### config.mk
export PLATFORM = sky130hd
export DESIGN_NAME = modular_exponentiation_unit
export DESIGN_NICKNAME = d
export VERILOG_FILES = /design/src/sv/mexp_pkg.sv /design/src/sv/mexp_mulmod.sv /design/src/sv/mexp_dp.sv /design/src/sv/mexp_ctrl.sv /design/src/sv/modular_exponentiation_unit.sv
export VERILOG_INCLUDE_DIRS = /design/src /design/src/sv
export SDC_FILE = /design/constraint.sdc
export NUM_CORES = 1
export LEC_CHECK = 0
export BUFFER_PORTS_ARGS = -buffer_cell sky130_fd_sc_hd__buf_4
export CORE_UTILIZATION = 50
export CTS_BUF_LIST = sky130_fd_sc_hd__clkbuf_8 sky130_fd_sc_hd__clkbuf_16
export DETAILED_ROUTE_END_ITERATION = 8
export HOLD_SLACK_MARGIN = 0.06
export PLACE_DENSITY = 0.68
export SYNTH_ARGS = -nofsm -noshare
export SYNTH_HDL_FRONTEND = slang
export SYNTH_SLANG_ARGS = --single-unit
export TNS_END_PERCENT = 1
### constraint.sdc
create_clock -name clk -period 25 [get_ports clk]
set_input_delay 1.25 -clock clk [delete_from_list [all_inputs] [get_ports clk]]
set_output_delay 1.25 -clock clk [all_outputs]
set_load 0.005 [all_outputs]
### src/sv/modular_exponentiation_unit_macros.svh
// ----------------------------------------------------------------------------
// Modular exponentiation unit assertion macros
// Concurrent assertion wrappers; empty bodies when SYNTH is defined.
// ----------------------------------------------------------------------------
`ifndef MODULAR_EXPONENTIATION_UNIT_MACROS_SVH
`define MODULAR_EXPONENTIATION_UNIT_MACROS_SVH

`ifndef SYNTH
`define MEXP_ASSERT_SAME(label, clk, rst_n, ante, cons) \
    label: assert property (@(posedge clk) disable iff (!rst_n) (ante) |-> (cons)) \
        else $error("same-cycle check failed");
`define MEXP_ASSERT_NEXT(label, clk, rst_n, ante, cons) \
    label: assert property (@(posedge clk) disable iff (!rst_n) (ante) |=> (cons)) \
        else $error("next-cycle check failed");
`else
`define MEXP_ASSERT_SAME(label, clk, rst_n, ante, cons)
`define MEXP_ASSERT_NEXT(label, clk, rst_n, ante, cons)
`endif

`endif

### src/sv/mexp_pkg.sv
// ----------------------------------------------------------------------------
// Modular exponentiation package
// Widths, register map, controller states and control/status words.
// ----------------------------------------------------------------------------
package mexp_pkg;

    localparam int EXP_BITS = 32;
    localparam int MOD_BITS = 32;
    localparam int WORD_W   = 32;
    localparam int CNT_W    = $clog2(WORD_W);
    localparam int PADDR_W  = 3;

    localparam logic        REG_MODULUS   = 1'b0;
    localparam logic [31:0] MODULUS_RESET = 32'd2;

    typedef enum logic [2:0] {
        ST_IDLE,
        ST_REDUCE_GO,
        ST_REDUCE_WAIT,
        ST_TEST,
        ST_MUL_WAIT,
        ST_FINISH
    } state_t;

    typedef struct packed {
        logic load;
        logic red_start;
        logic red_load;
        logic mul_start;
        logic step;
        logic finish;
    } dp_cmd_t;

    typedef struct packed {
        logic m_small;
        logic e_zero;
        logic unit_done;
    } dp_status_t;

endpackage

### src/sv/mexp_mulmod.sv
// ----------------------------------------------------------------------------
// Serial modular multiplier
// Computes a*x mod m, one multiplier bit per cycle, MSB first (a < m).
// ----------------------------------------------------------------------------
module mexp_mulmod
    import mexp_pkg::*;
(
    input  logic                clk,
    input  logic                rst_n,
    input  logic                start,
    input  logic [MOD_BITS-1:0] a,
    input  logic [WORD_W-1:0]   x,
    input  logic [MOD_BITS-1:0] m,
    output logic [MOD_BITS-1:0] result,
    output logic                done
);

    logic                run_reg;
    logic                done_reg;
    logic [CNT_W-1:0]    cnt_reg;
    logic [WORD_W-1:0]   x_reg;
    logic [MOD_BITS-1:0] a_reg;
    logic [MOD_BITS-1:0] r_reg;

    logic [MOD_BITS:0]   m_ext;
    logic [MOD_BITS:0]   dbl;
    logic [MOD_BITS:0]   dbl_red;
    logic [MOD_BITS-1:0] addend;
    logic [MOD_BITS:0]   sum;
    logic [MOD_BITS:0]   sum_red;

    always_comb
    begin
        m_ext   = {1'b0, m};
        dbl     = {r_reg, 1'b0};
        dbl_red = (dbl >= m_ext) ? (dbl - m_ext) : dbl;
        addend  = x_reg[WORD_W-1] ? a_reg : '0;
        sum     = {1'b0, dbl_red[MOD_BITS-1:0]} + {1'b0, addend};
        sum_red = (sum >= m_ext) ? (sum - m_ext) : sum;
    end

    always_ff @(posedge clk or negedge rst_n)
    begin
        if (!rst_n)
        begin
            run_reg  <= 1'b0;
            done_reg <= 1'b0;
            cnt_reg  <= '0;
        end
        else
        begin
            done_reg <= run_reg && (cnt_reg == '0);
            if (start)
            begin
                run_reg <= 1'b1;
                cnt_reg <= CNT_W'(WORD_W - 1);
            end
            else if (run_reg)
            begin
                cnt_reg <= cnt_reg - 1'b1;
                if (cnt_reg == '0)
                    run_reg <= 1'b0;
            end
        end
    end

    always_ff @(posedge clk)
    begin
        if (start)
        begin
            r_reg <= '0;
            x_reg <= x;
            a_reg <= a;
        end
        else if (run_reg)
        begin
            r_reg <= sum_red[MOD_BITS-1:0];
            x_reg <= x_reg << 1;
        end
    end

    assign result = r_reg;
    assign done   = done_reg;

endmodule

### src/sv/mexp_dp.sv
// ----------------------------------------------------------------------------
// Modular exponentiation datapath
// Operand registers and two serial multipliers (reduce/square, accumulate).
// ----------------------------------------------------------------------------
`include "modular_exponentiation_unit_macros.svh"

module mexp_dp
    import mexp_pkg::*;
(
    input  logic                clk,
    input  logic                rst_n,
    input  dp_cmd_t             cmd,
    input  logic [MOD_BITS-1:0] modulus,
    input  logic [31:0]         base_value,
    input  logic [31:0]         exponent,
    output logic [31:0]         residue,
    output logic                residue_valid,
    output dp_status_t          status
);

    logic [MOD_BITS-1:0] m_reg;
    logic [EXP_BITS-1:0] e_reg;
    logic [WORD_W-1:0]   base_reg;
    logic [MOD_BITS-1:0] b_reg;
    logic [MOD_BITS-1:0] acc_reg;
    logic [31:0]         residue_reg;
    logic                valid_reg;

    logic                sq_start;
    logic [MOD_BITS-1:0] sq_a;
    logic [WORD_W-1:0]   sq_x;
    logic [MOD_BITS-1:0] sq_res;
    logic                sq_done;
    logic [MOD_BITS-1:0] ac_res;
    logic                ac_done;
    logic                m_small;

    assign m_small  = (m_reg < MOD_BITS'(2));
    assign sq_start = cmd.red_start | cmd.mul_start;
    assign sq_a     = cmd.red_start ? MOD_BITS'(1) : b_reg;
    assign sq_x     = cmd.red_start ? base_reg : WORD_W'(b_reg);

    mexp_mulmod u_sq (
        .clk    (clk),
        .rst_n  (rst_n),
        .start  (sq_start),
        .a      (sq_a),
        .x      (sq_x),
        .m      (m_reg),
        .result (sq_res),
        .done   (sq_done)
    );

    mexp_mulmod u_acc (
        .clk    (clk),
        .rst_n  (rst_n),
        .start  (cmd.mul_start),
        .a      (b_reg),
        .x      (WORD_W'(acc_reg)),
        .m      (m_reg),
        .result (ac_res),
        .done   (ac_done)
    );

    always_ff @(posedge clk)
    begin
        if (cmd.load)
        begin
            m_reg    <= modulus;
            e_reg    <= EXP_BITS'(exponent);
            base_reg <= WORD_W'(base_value);
            acc_reg  <= MOD_BITS'(1);
        end
        if (cmd.red_load)
            b_reg <= sq_res;
        if (cmd.step)
        begin
            if (e_reg[0])
                acc_reg <= ac_res;
            b_reg <= sq_res;
            e_reg <= e_reg >> 1;
        end
        if (cmd.finish)
            residue_reg <= m_small ? '0 : 32'(acc_reg);
    end

    always_ff @(posedge clk or negedge rst_n)
    begin
        if (!rst_n)
            valid_reg <= 1'b0;
        else
            valid_reg <= cmd.finish;
    end

    assign residue       = residue_reg;
    assign residue_valid = valid_reg;
    assign status        = '{m_small: m_small, e_zero: (e_reg == '0), unit_done: sq_done};

    `MEXP_ASSERT_SAME(a_res_below_mod, clk, rst_n, valid_reg, (residue_reg < 32'(m_reg)) || (m_reg < MOD_BITS'(2)))
    `MEXP_ASSERT_SAME(a_sq_below_mod, clk, rst_n, sq_done, sq_res < m_reg)
    `MEXP_ASSERT_SAME(a_units_in_step, clk, rst_n, cmd.step, sq_done && ac_done)

endmodule

### src/sv/mexp_ctrl.sv
// ----------------------------------------------------------------------------
// Modular exponentiation controller
// Base reduction, then square/multiply passes up to the top set exponent bit.
// ----------------------------------------------------------------------------
`include "modular_exponentiation_unit_macros.svh"

module mexp_ctrl
    import mexp_pkg::*;
(
    input  logic       clk,
    input  logic       rst_n,
    input  logic       start,
    input  dp_status_t status,
    output dp_cmd_t    cmd,
    output logic       busy
);

    state_t state_reg;
    state_t state_next;

    always_ff @(posedge clk or negedge rst_n)
    begin
        if (!rst_n)
            state_reg <= ST_IDLE;
        else
            state_reg <= state_next;
    end

    always_comb
    begin
        state_next = state_reg;
        unique case (state_reg)
            ST_IDLE:
            begin
                if (start)
                    state_next = ST_REDUCE_GO;
            end
            ST_REDUCE_GO:
            begin
                state_next = status.m_small ? ST_FINISH : ST_REDUCE_WAIT;
            end
            ST_REDUCE_WAIT:
            begin
                if (status.unit_done)
                    state_next = ST_TEST;
            end
            ST_TEST:
            begin
                state_next = status.e_zero ? ST_FINISH : ST_MUL_WAIT;
            end
            ST_MUL_WAIT:
            begin
                if (status.unit_done)
                    state_next = ST_TEST;
            end
            ST_FINISH:
            begin
                state_next = ST_IDLE;
            end
            default:
            begin
                state_next = ST_IDLE;
            end
        endcase
    end

    always_comb
    begin
        cmd  = '0;
        busy = 1'b1;
        unique case (state_reg)
            ST_IDLE:
            begin
                busy     = 1'b0;
                cmd.load = start;
            end
            ST_REDUCE_GO:
            begin
                cmd.red_start = !status.m_small;
            end
            ST_REDUCE_WAIT:
            begin
                cmd.red_load = status.unit_done;
            end
            ST_TEST:
            begin
                cmd.mul_start = !status.e_zero;
            end
            ST_MUL_WAIT:
            begin
                cmd.step = status.unit_done;
            end
            ST_FINISH:
            begin
                cmd.finish = 1'b1;
            end
            default:
            begin
                busy = 1'b1;
            end
        endcase
    end

    `MEXP_ASSERT_NEXT(a_finish_to_idle, clk, rst_n, state_reg == ST_FINISH, state_reg == ST_IDLE)
    `MEXP_ASSERT_NEXT(a_accept_leaves_idle, clk, rst_n, start && !busy, state_reg == ST_REDUCE_GO)

endmodule

### src/sv/modular_exponentiation_unit.sv
// ----------------------------------------------------------------------------
// Modular exponentiation unit
// A word is accepted when start is high and busy is low; residue_valid marks
// the one cycle in which residue holds base_value^exponent mod modulus and must
// be taken, as the receiver cannot stall. One square/multiply pass runs for
// each exponent bit up to the highest set bit (none for a zero exponent);
// base reduction and all passes are skipped when the modulus is below two.
// The run time is set by the bit-serial modular multipliers, with the
// square and the multiply of each exponent bit running side by side. busy
// drops in the cycle residue_valid is high, so the next word may start then.
// The modulus register lies at APB address 0 and resets to 2.
// ----------------------------------------------------------------------------
module modular_exponentiation_unit
    import mexp_pkg::*;
(
    input  logic               clk,
    input  logic               rst_n,
    input  logic               start,
    output logic               busy,
    input  logic [31:0]        base_value,
    input  logic [31:0]        exponent,
    output logic [31:0]        residue,
    output logic               residue_valid,
    input  logic               psel,
    input  logic               penable,
    input  logic               pwrite,
    input  logic [PADDR_W-1:0] paddr,
    input  logic [31:0]        pwdata,
    output logic [31:0]        prdata,
    output logic               pready
);

    logic [31:0] modulus_reg;
    logic        reg_sel;
    dp_cmd_t     cmd;
    dp_status_t  status;

    assign reg_sel = (paddr[2] == REG_MODULUS);
    assign pready  = 1'b1;
    assign prdata  = reg_sel ? modulus_reg : '0;

    always_ff @(posedge clk or negedge rst_n)
    begin
        if (!rst_n)
            modulus_reg <= MODULUS_RESET;
        else if (psel && penable && pwrite && reg_sel)
            modulus_reg <= pwdata;
    end

    mexp_ctrl u_ctrl (
        .clk    (clk),
        .rst_n  (rst_n),
        .start  (start),
        .status (status),
        .cmd    (cmd),
        .busy   (busy)
    );

    mexp_dp u_dp (
        .clk           (clk),
        .rst_n         (rst_n),
        .cmd           (cmd),
        .modulus       (modulus_reg[MOD_BITS-1:0]),
        .base_value    (base_value),
        .exponent      (exponent),
        .residue       (residue),
        .residue_valid (residue_valid),
        .status        (status)
    );

endmodule
==> results of run 1 <==
## routing by layer
layer | vias up | GRT usage [%]
met4 | 0 | 12.9
met2 | 704 | 44.2
met5 | - | 0
li1 | 10400 | -
met3 | 171 | 3.64
met1 | 10500 | 38.4
## metrics by stage
step	setup WS (ns)	cell area, µm²
6_report	14.59	31000
5_1_grt	14.12	31000
4_1_cts	14.97	31000
3_5_place_dp	15.04	29100
3_3_place_gp	15.14	29100
2_1_floorplan	16.98	27200
## cell type report
class,instances,share of cell area (%)
clock buffer,52,4.13
multi-input combinational,2128,47.4
sequential,433,38.1
tap,696,2.81
clock inverter,40,1.87
inverter,84,1.02
timing repair buffer,195,4.73
## cells in the final DEF (no fill, tap or decap), drive strengths merged, types with 24 or more instances in the layout
cell type,n
and2,76
nor2b,113
ha,196
clkbuf,52
xor2,62
nor3,33
nand4,26
a21o,98
buf,195
and3,24
edfxtp,287
nand2,343
a21oi,195
inv,93
o21ai,218
a31oi,37
nand3,43
xnor2,100
mux2i,65
a22o,33
nor2,100
mux2,70
dfxtp,97
dfrtp,48
o21a,31
## worst max-delay path by stage
stage                                      end  slack (ns)  cells after the start
after floorplan           u_dp.u_sq.result[22]       16.98                     36
after global placement    u_dp.u_acc.result[2]       15.14                     32
after detailed placement  u_dp.u_acc.result[2]       15.04                     32
after CTS                 u_dp.u_acc.result[2]       14.97                     32
after global routing      u_dp.u_acc.result[2]       14.12                     32
final                     u_dp.u_acc.result[2]       14.59                     32
## cell families after synthesis
| kind of cell | count (synthesis) | share of synthesized area [%] |
|---|---|---|
| and+or+nand+nor | 849 | 15.3 |
| AOI/OAI and AO/OA | 779 | 18.5 |
| DFF | 433 | 43.3 |
| adders and majority gates | 202 | 9.46 |
| buffers and inverters | 202 | 2.88 |
| xor gates and xnor gates | 162 | 5.22 |
| muxes | 135 | 5.29 |
| other | 1 | 0.0138 |
==> run_results.csv, run 1 <==
group,metric,value,unit
cts,cts_root_buf,"clkbuf_16",
logic_synthesis,synthCells,2763,
critical_path,crit_family,"compound AO/OA/AOI/OAI gates",
logic_synthesis,synth_most_common_cell,"nand2_1",
critical_path,crit_top_cell,"a21oi_1",
finish,multiInputGateArea,0.0147,mm²
critical_path,critPathCaptureType,"register",
timing,setup_viol,0,
critical_path,critPathLaunch,"u_dp.m_reg[1]",
critical_path,cp.arrival,10.89,ns
min_path,hold_end,"u_dp.m_reg[6]",
critical_path,cp-start-kind,"register",
logic_synthesis,postSynth.asyncResetShare,11.3,%
place,gp_routability_congestion,0.987,
logic_synthesis,synth-edff-count,287,
drt,num_vias,21800,
min_path,min_path_type,"register to register",
logic_synthesis,ys_warn_count,0,
timing,final-hold-violation-count,0,
finish,syn2layout_area_growth,13.9,%
logic_synthesis,yosysTopAreaCell,"edfxtp_1",
place,dp.cells,3536,
finish,seq_area,0.0118,mm²
place,place_hpwl,58.2,mm
cts,clock_latency,0.63,ns
timing,rsz0062_at_grt,"no",
logic_synthesis,synth.avg_cell_area,9.85,µm²
critical_path,rrSetupSlack,14.59,ns
finish,drive_above_1_share,13.7,%
cts,postCtsHoldBufs,0,
logic_synthesis,synthTopCellsByCount,"nand2_1 (343), edfxtp_1 (287), o21ai_0 (213)",
finish,final_cells,3628,
drt,drc,0,
drt,wl_met3,4.37,mm
timing,slew_viol_final,0,
logic_synthesis,synth_seq_area_share,43.3,%
logic_synthesis,synthTopCellsByArea,"edfxtp_1 (32%), ha_1 (9.0%), dfxtp_1 (7.1%), nand2_1 (4.7%), dfrtp_1 (4.4%)",
cts,cts_resized,0,
critical_path,path_class,"register to register",
cts,postCtsSetupBuffers,0,
cts,htree_levels,2,
min_path,whs_path_depth,0,
logic_synthesis,synthFlopType,"edfxtp_1",
logic_synthesis,synth_nets,3070,
logic_synthesis,synth_seq_cells,433,
cts,cts.path.max_buffers,3,
critical_path,cpPeakStageDelay,1.18,ns
finish,fill_cells,4648,
grt,grt_use_total,28.0,%
drt,ant_nets,0,
finish,num-nets-final,3198,
critical_path,crit_required,25.48,ns
drt,routed_wl,78.1,mm
die,num_io_pins,172,
timing,hold_slack,0.472,ns
cts,cts_tree,"yes",
finish,final_core_util,57.6,%
drt,drtIter0Drc,1563,
critical_path,cp_num_buf_inv,3,
logic_synthesis,synth_top_area_share,31.7,%
drt,wl_met2,35.3,mm
die,die_h,235,µm
die,coreArea,0.0538,mm²
critical_path,reg2reg_depth,32,
critical_path,cpMaxStageDelayCell,"a2111oi_0",
timing,slew_headroom,4.95,%
outcome,status,"finished, final reports clean",
die,start_util,50.6,%
cts,cts_sinks,433,
cts,cts_buffers,49,
drt,top_layer_used,"met4",
grt,grt_overflow,0,
grt,antenna_found_initial,0,
drt,drtPass1Iterations,6,
die,die_x,235,µm
min_path,min-delay-start,"modulus_reg[6]",
drt,wl_per_cell,21.5,µm
timing,fin_crit_sh,41.6,%
logic_synthesis,ys_types,87,
drt,routed_via_density,6.01,
die,num_rows,85,
timing,finalSetupTns,0,ns
die,dieArea,0.0553,mm²
place,numPortBuffers,168,
job,cap_violations,0,
logic_synthesis,synth_area,0.0272,mm²
drt,met1_length,35.0,mm
critical_path,path_max_fanout,61,
critical_path,reg2reg_to,"u_dp.u_acc.result[2]",
timing,finClkSkew,0.0296,ns
grt,grt_pass1_wl,121,mm
grt,grt_pass1_vias,21200,
cts,cts.clk_slew.worst_paths,0.06,ns
critical_path,r2r-start,"u_dp.m_reg[1]",
grt,grt_max_degree,93,
finish,diodes,0,
timing,fmax,96.1,MHz
timing,tightest_slew,1.39,ns
timing,min_period,10.41,ns
Power of run 1 is left out: the tool's default activity adds up to more than one toggle a clock period on the data nets, which glitch-free logic cannot reach.
==> run 2: changes to the inputs <==
==> constraint.sdc (replaced) <==
create_clock -name clk -period 10.1 [get_ports clk]
set_input_delay 0.505 -clock clk [delete_from_list [all_inputs] [get_ports clk]]
set_output_delay 0.505 -clock clk [all_outputs]
set_load 0.005 [all_outputs]
==> run_results.csv, run 2 (same netlist as run 1, synthesis figures left out) <==
group,metric,value,unit
outcome,status,"finished, final reports clean",
critical_path,cpPeakStageDelay,0.61,ns
critical_path,path_max_fanout,34,
critical_path,reg2reg_depth,35,
timing,setup_viol,0,
die,num_io_pins,172,
cts,cts_buffers,47,
timing,worst_slack,0.609,ns
finish,num-nets-final,3227,
cts,cts_resized,0,
grt,grt_pass1_vias,20700,
place,numPortBuffers,168,
cts,cts_sinks,433,
finish,fill_cells,4697,
finish,design_area,0.0310,mm²
cts,htree_levels,2,
cts,cts_tree,"yes",
timing,finalSetupTns,0,ns
cts,postCtsSetupBuffers,0,
place,gp_routability_congestion,0.952,
cts,postCtsHoldBufs,16,
finish,drive_above_1_share,13.8,%
place,place_hpwl,58.8,mm
timing,final-hold-violation-count,0,
finish,final_common_cell,"nand2_1",
die,dieArea,0.0553,mm²
critical_path,crit_top_cell,"a21oi_1",
critical_path,critPathCaptureType,"register",
finish,final_cell_mix,"nand2_1 (343), edfxtp_1 (287), o21ai_0 (212)",
cts,cts.path.max_buffers,3,
drt,num_vias,21800,
die,die_h,235,µm
critical_path,cp_num_buf_inv,4,
min_path,whs_path_depth,1,
finish,seq_area,0.0118,mm²
timing,rsz0062_at_grt,"no",
timing,fin_crit_sh,94.0,%
job,cap_violations,0,
place,placed_area,0.0292,mm²
drt,wl_per_cell,21.5,µm
finish,final_core_util,57.7,%
place,preCtsSetupSlack,0.863,ns
finish,diodes,0,
timing,tightest_slew,1.26,ns
drt,drtPass1Iterations,6,
critical_path,critical_path_depth,35,
grt,antenna_found_initial,0,
critical_path,crit_required,10.58,ns
critical_path,cp-start-kind,"register",
finish,multiInputGateArea,0.0147,mm²
finish,syn2layout_area_growth,14.1,%
timing,finClkSkew,0.0216,ns
critical_path,path_class,"register to register",
timing,slew_viol_final,0,
drt,drtIter0Drc,1647,
drt,routed_wl,78.6,mm
timing,fmax,105,MHz
drt,drc,0,
cts,clock_latency,0.60,ns
critical_path,rrSetupSlack,0.61,ns
critical_path,crit_family,"compound AO/OA/AOI/OAI gates",
die,start_util,50.6,%
critical_path,cpMaxStageDelayCell,"a2111oi_0",
cts,cts.clk_slew.worst_paths,0.06,ns
grt,grt_use_total,28.0,%
cts,cts_root_buf,"clkbuf_16",
grt,grt_pass1_wl,121,mm
timing,min_period,9.49,ns
drt,ant_nets,0,
drt,routed_via_density,5.95,
min_path,min_path_type,"primary input to register",
die,num_rows,85,
die,die_x,235,µm
critical_path,cp.arrival,9.98,ns
timing,slew_headroom,16.1,%
grt,grt_overflow,0,
die,coreArea,0.0538,mm²
grt,grt_max_degree,96,
run 2: cell types whose count changed in the layout (fill, tap and decap cells not counted), moves of 2 or more:
cell,delta
inv_6,-2
buf_4,+14
clkbuf_8,+3
clkinv_4,-5
inv_1,+5
clkinv_1,+2
dlygate4sd3_1,+16
bufinv_16,-8
run 2: cell type report:
| class | instances | area share, % |
|---|---|---|
| Multi-Input combinational cell | 2128 | 47.3 |
| Sequential cell | 433 | 38.0 |
| Timing Repair Buffer | 226 | 5.64 |
| Clock buffer | 56 | 4.33 |
| Tap cell | 696 | 2.81 |
| Inverter | 84 | 1.02 |
| Clock inverter | 32 | 0.923 |
run 2: metal layers:
metal	up-vias	track usage, %	wire (µm)
li1	10500	-	-
met1	10500	39.6	35800
met2	661	43.7	35300
met3	137	4.17	4730
met4	0	9.90	2770
met5	-	0	0
run 2: path summary, 6_finish.rpt:
check	from	endpoint
min in group asynchronous	rst_n	modulus_reg[3]
worst max-delay path	u_dp.m_reg[9]	u_dp.u_acc.result[30]
worst max register to register	u_dp.m_reg[9]	u_dp.u_acc.result[30]
worst min register to register	modulus_reg[26]	u_dp.m_reg[26]
max in group asynchronous	rst_n	modulus_reg[16]
worst min-delay path	base_value[31]	u_dp.base_reg[31]
run 2: metrics by stage:
| stage | hold WS [ns] | std cells |
|---|---|---|
| finish | 0.0901 | 3655 |
| global route | 0.0691 | 3655 |
| CTS | 0.0604 | 3655 |
| detailed placement | 0.451 | 3551 |
| global placement | 0.448 | 3551 |
| floorplan | 0.209 | 2763 |
Power of run 2 is left out for the same reason.
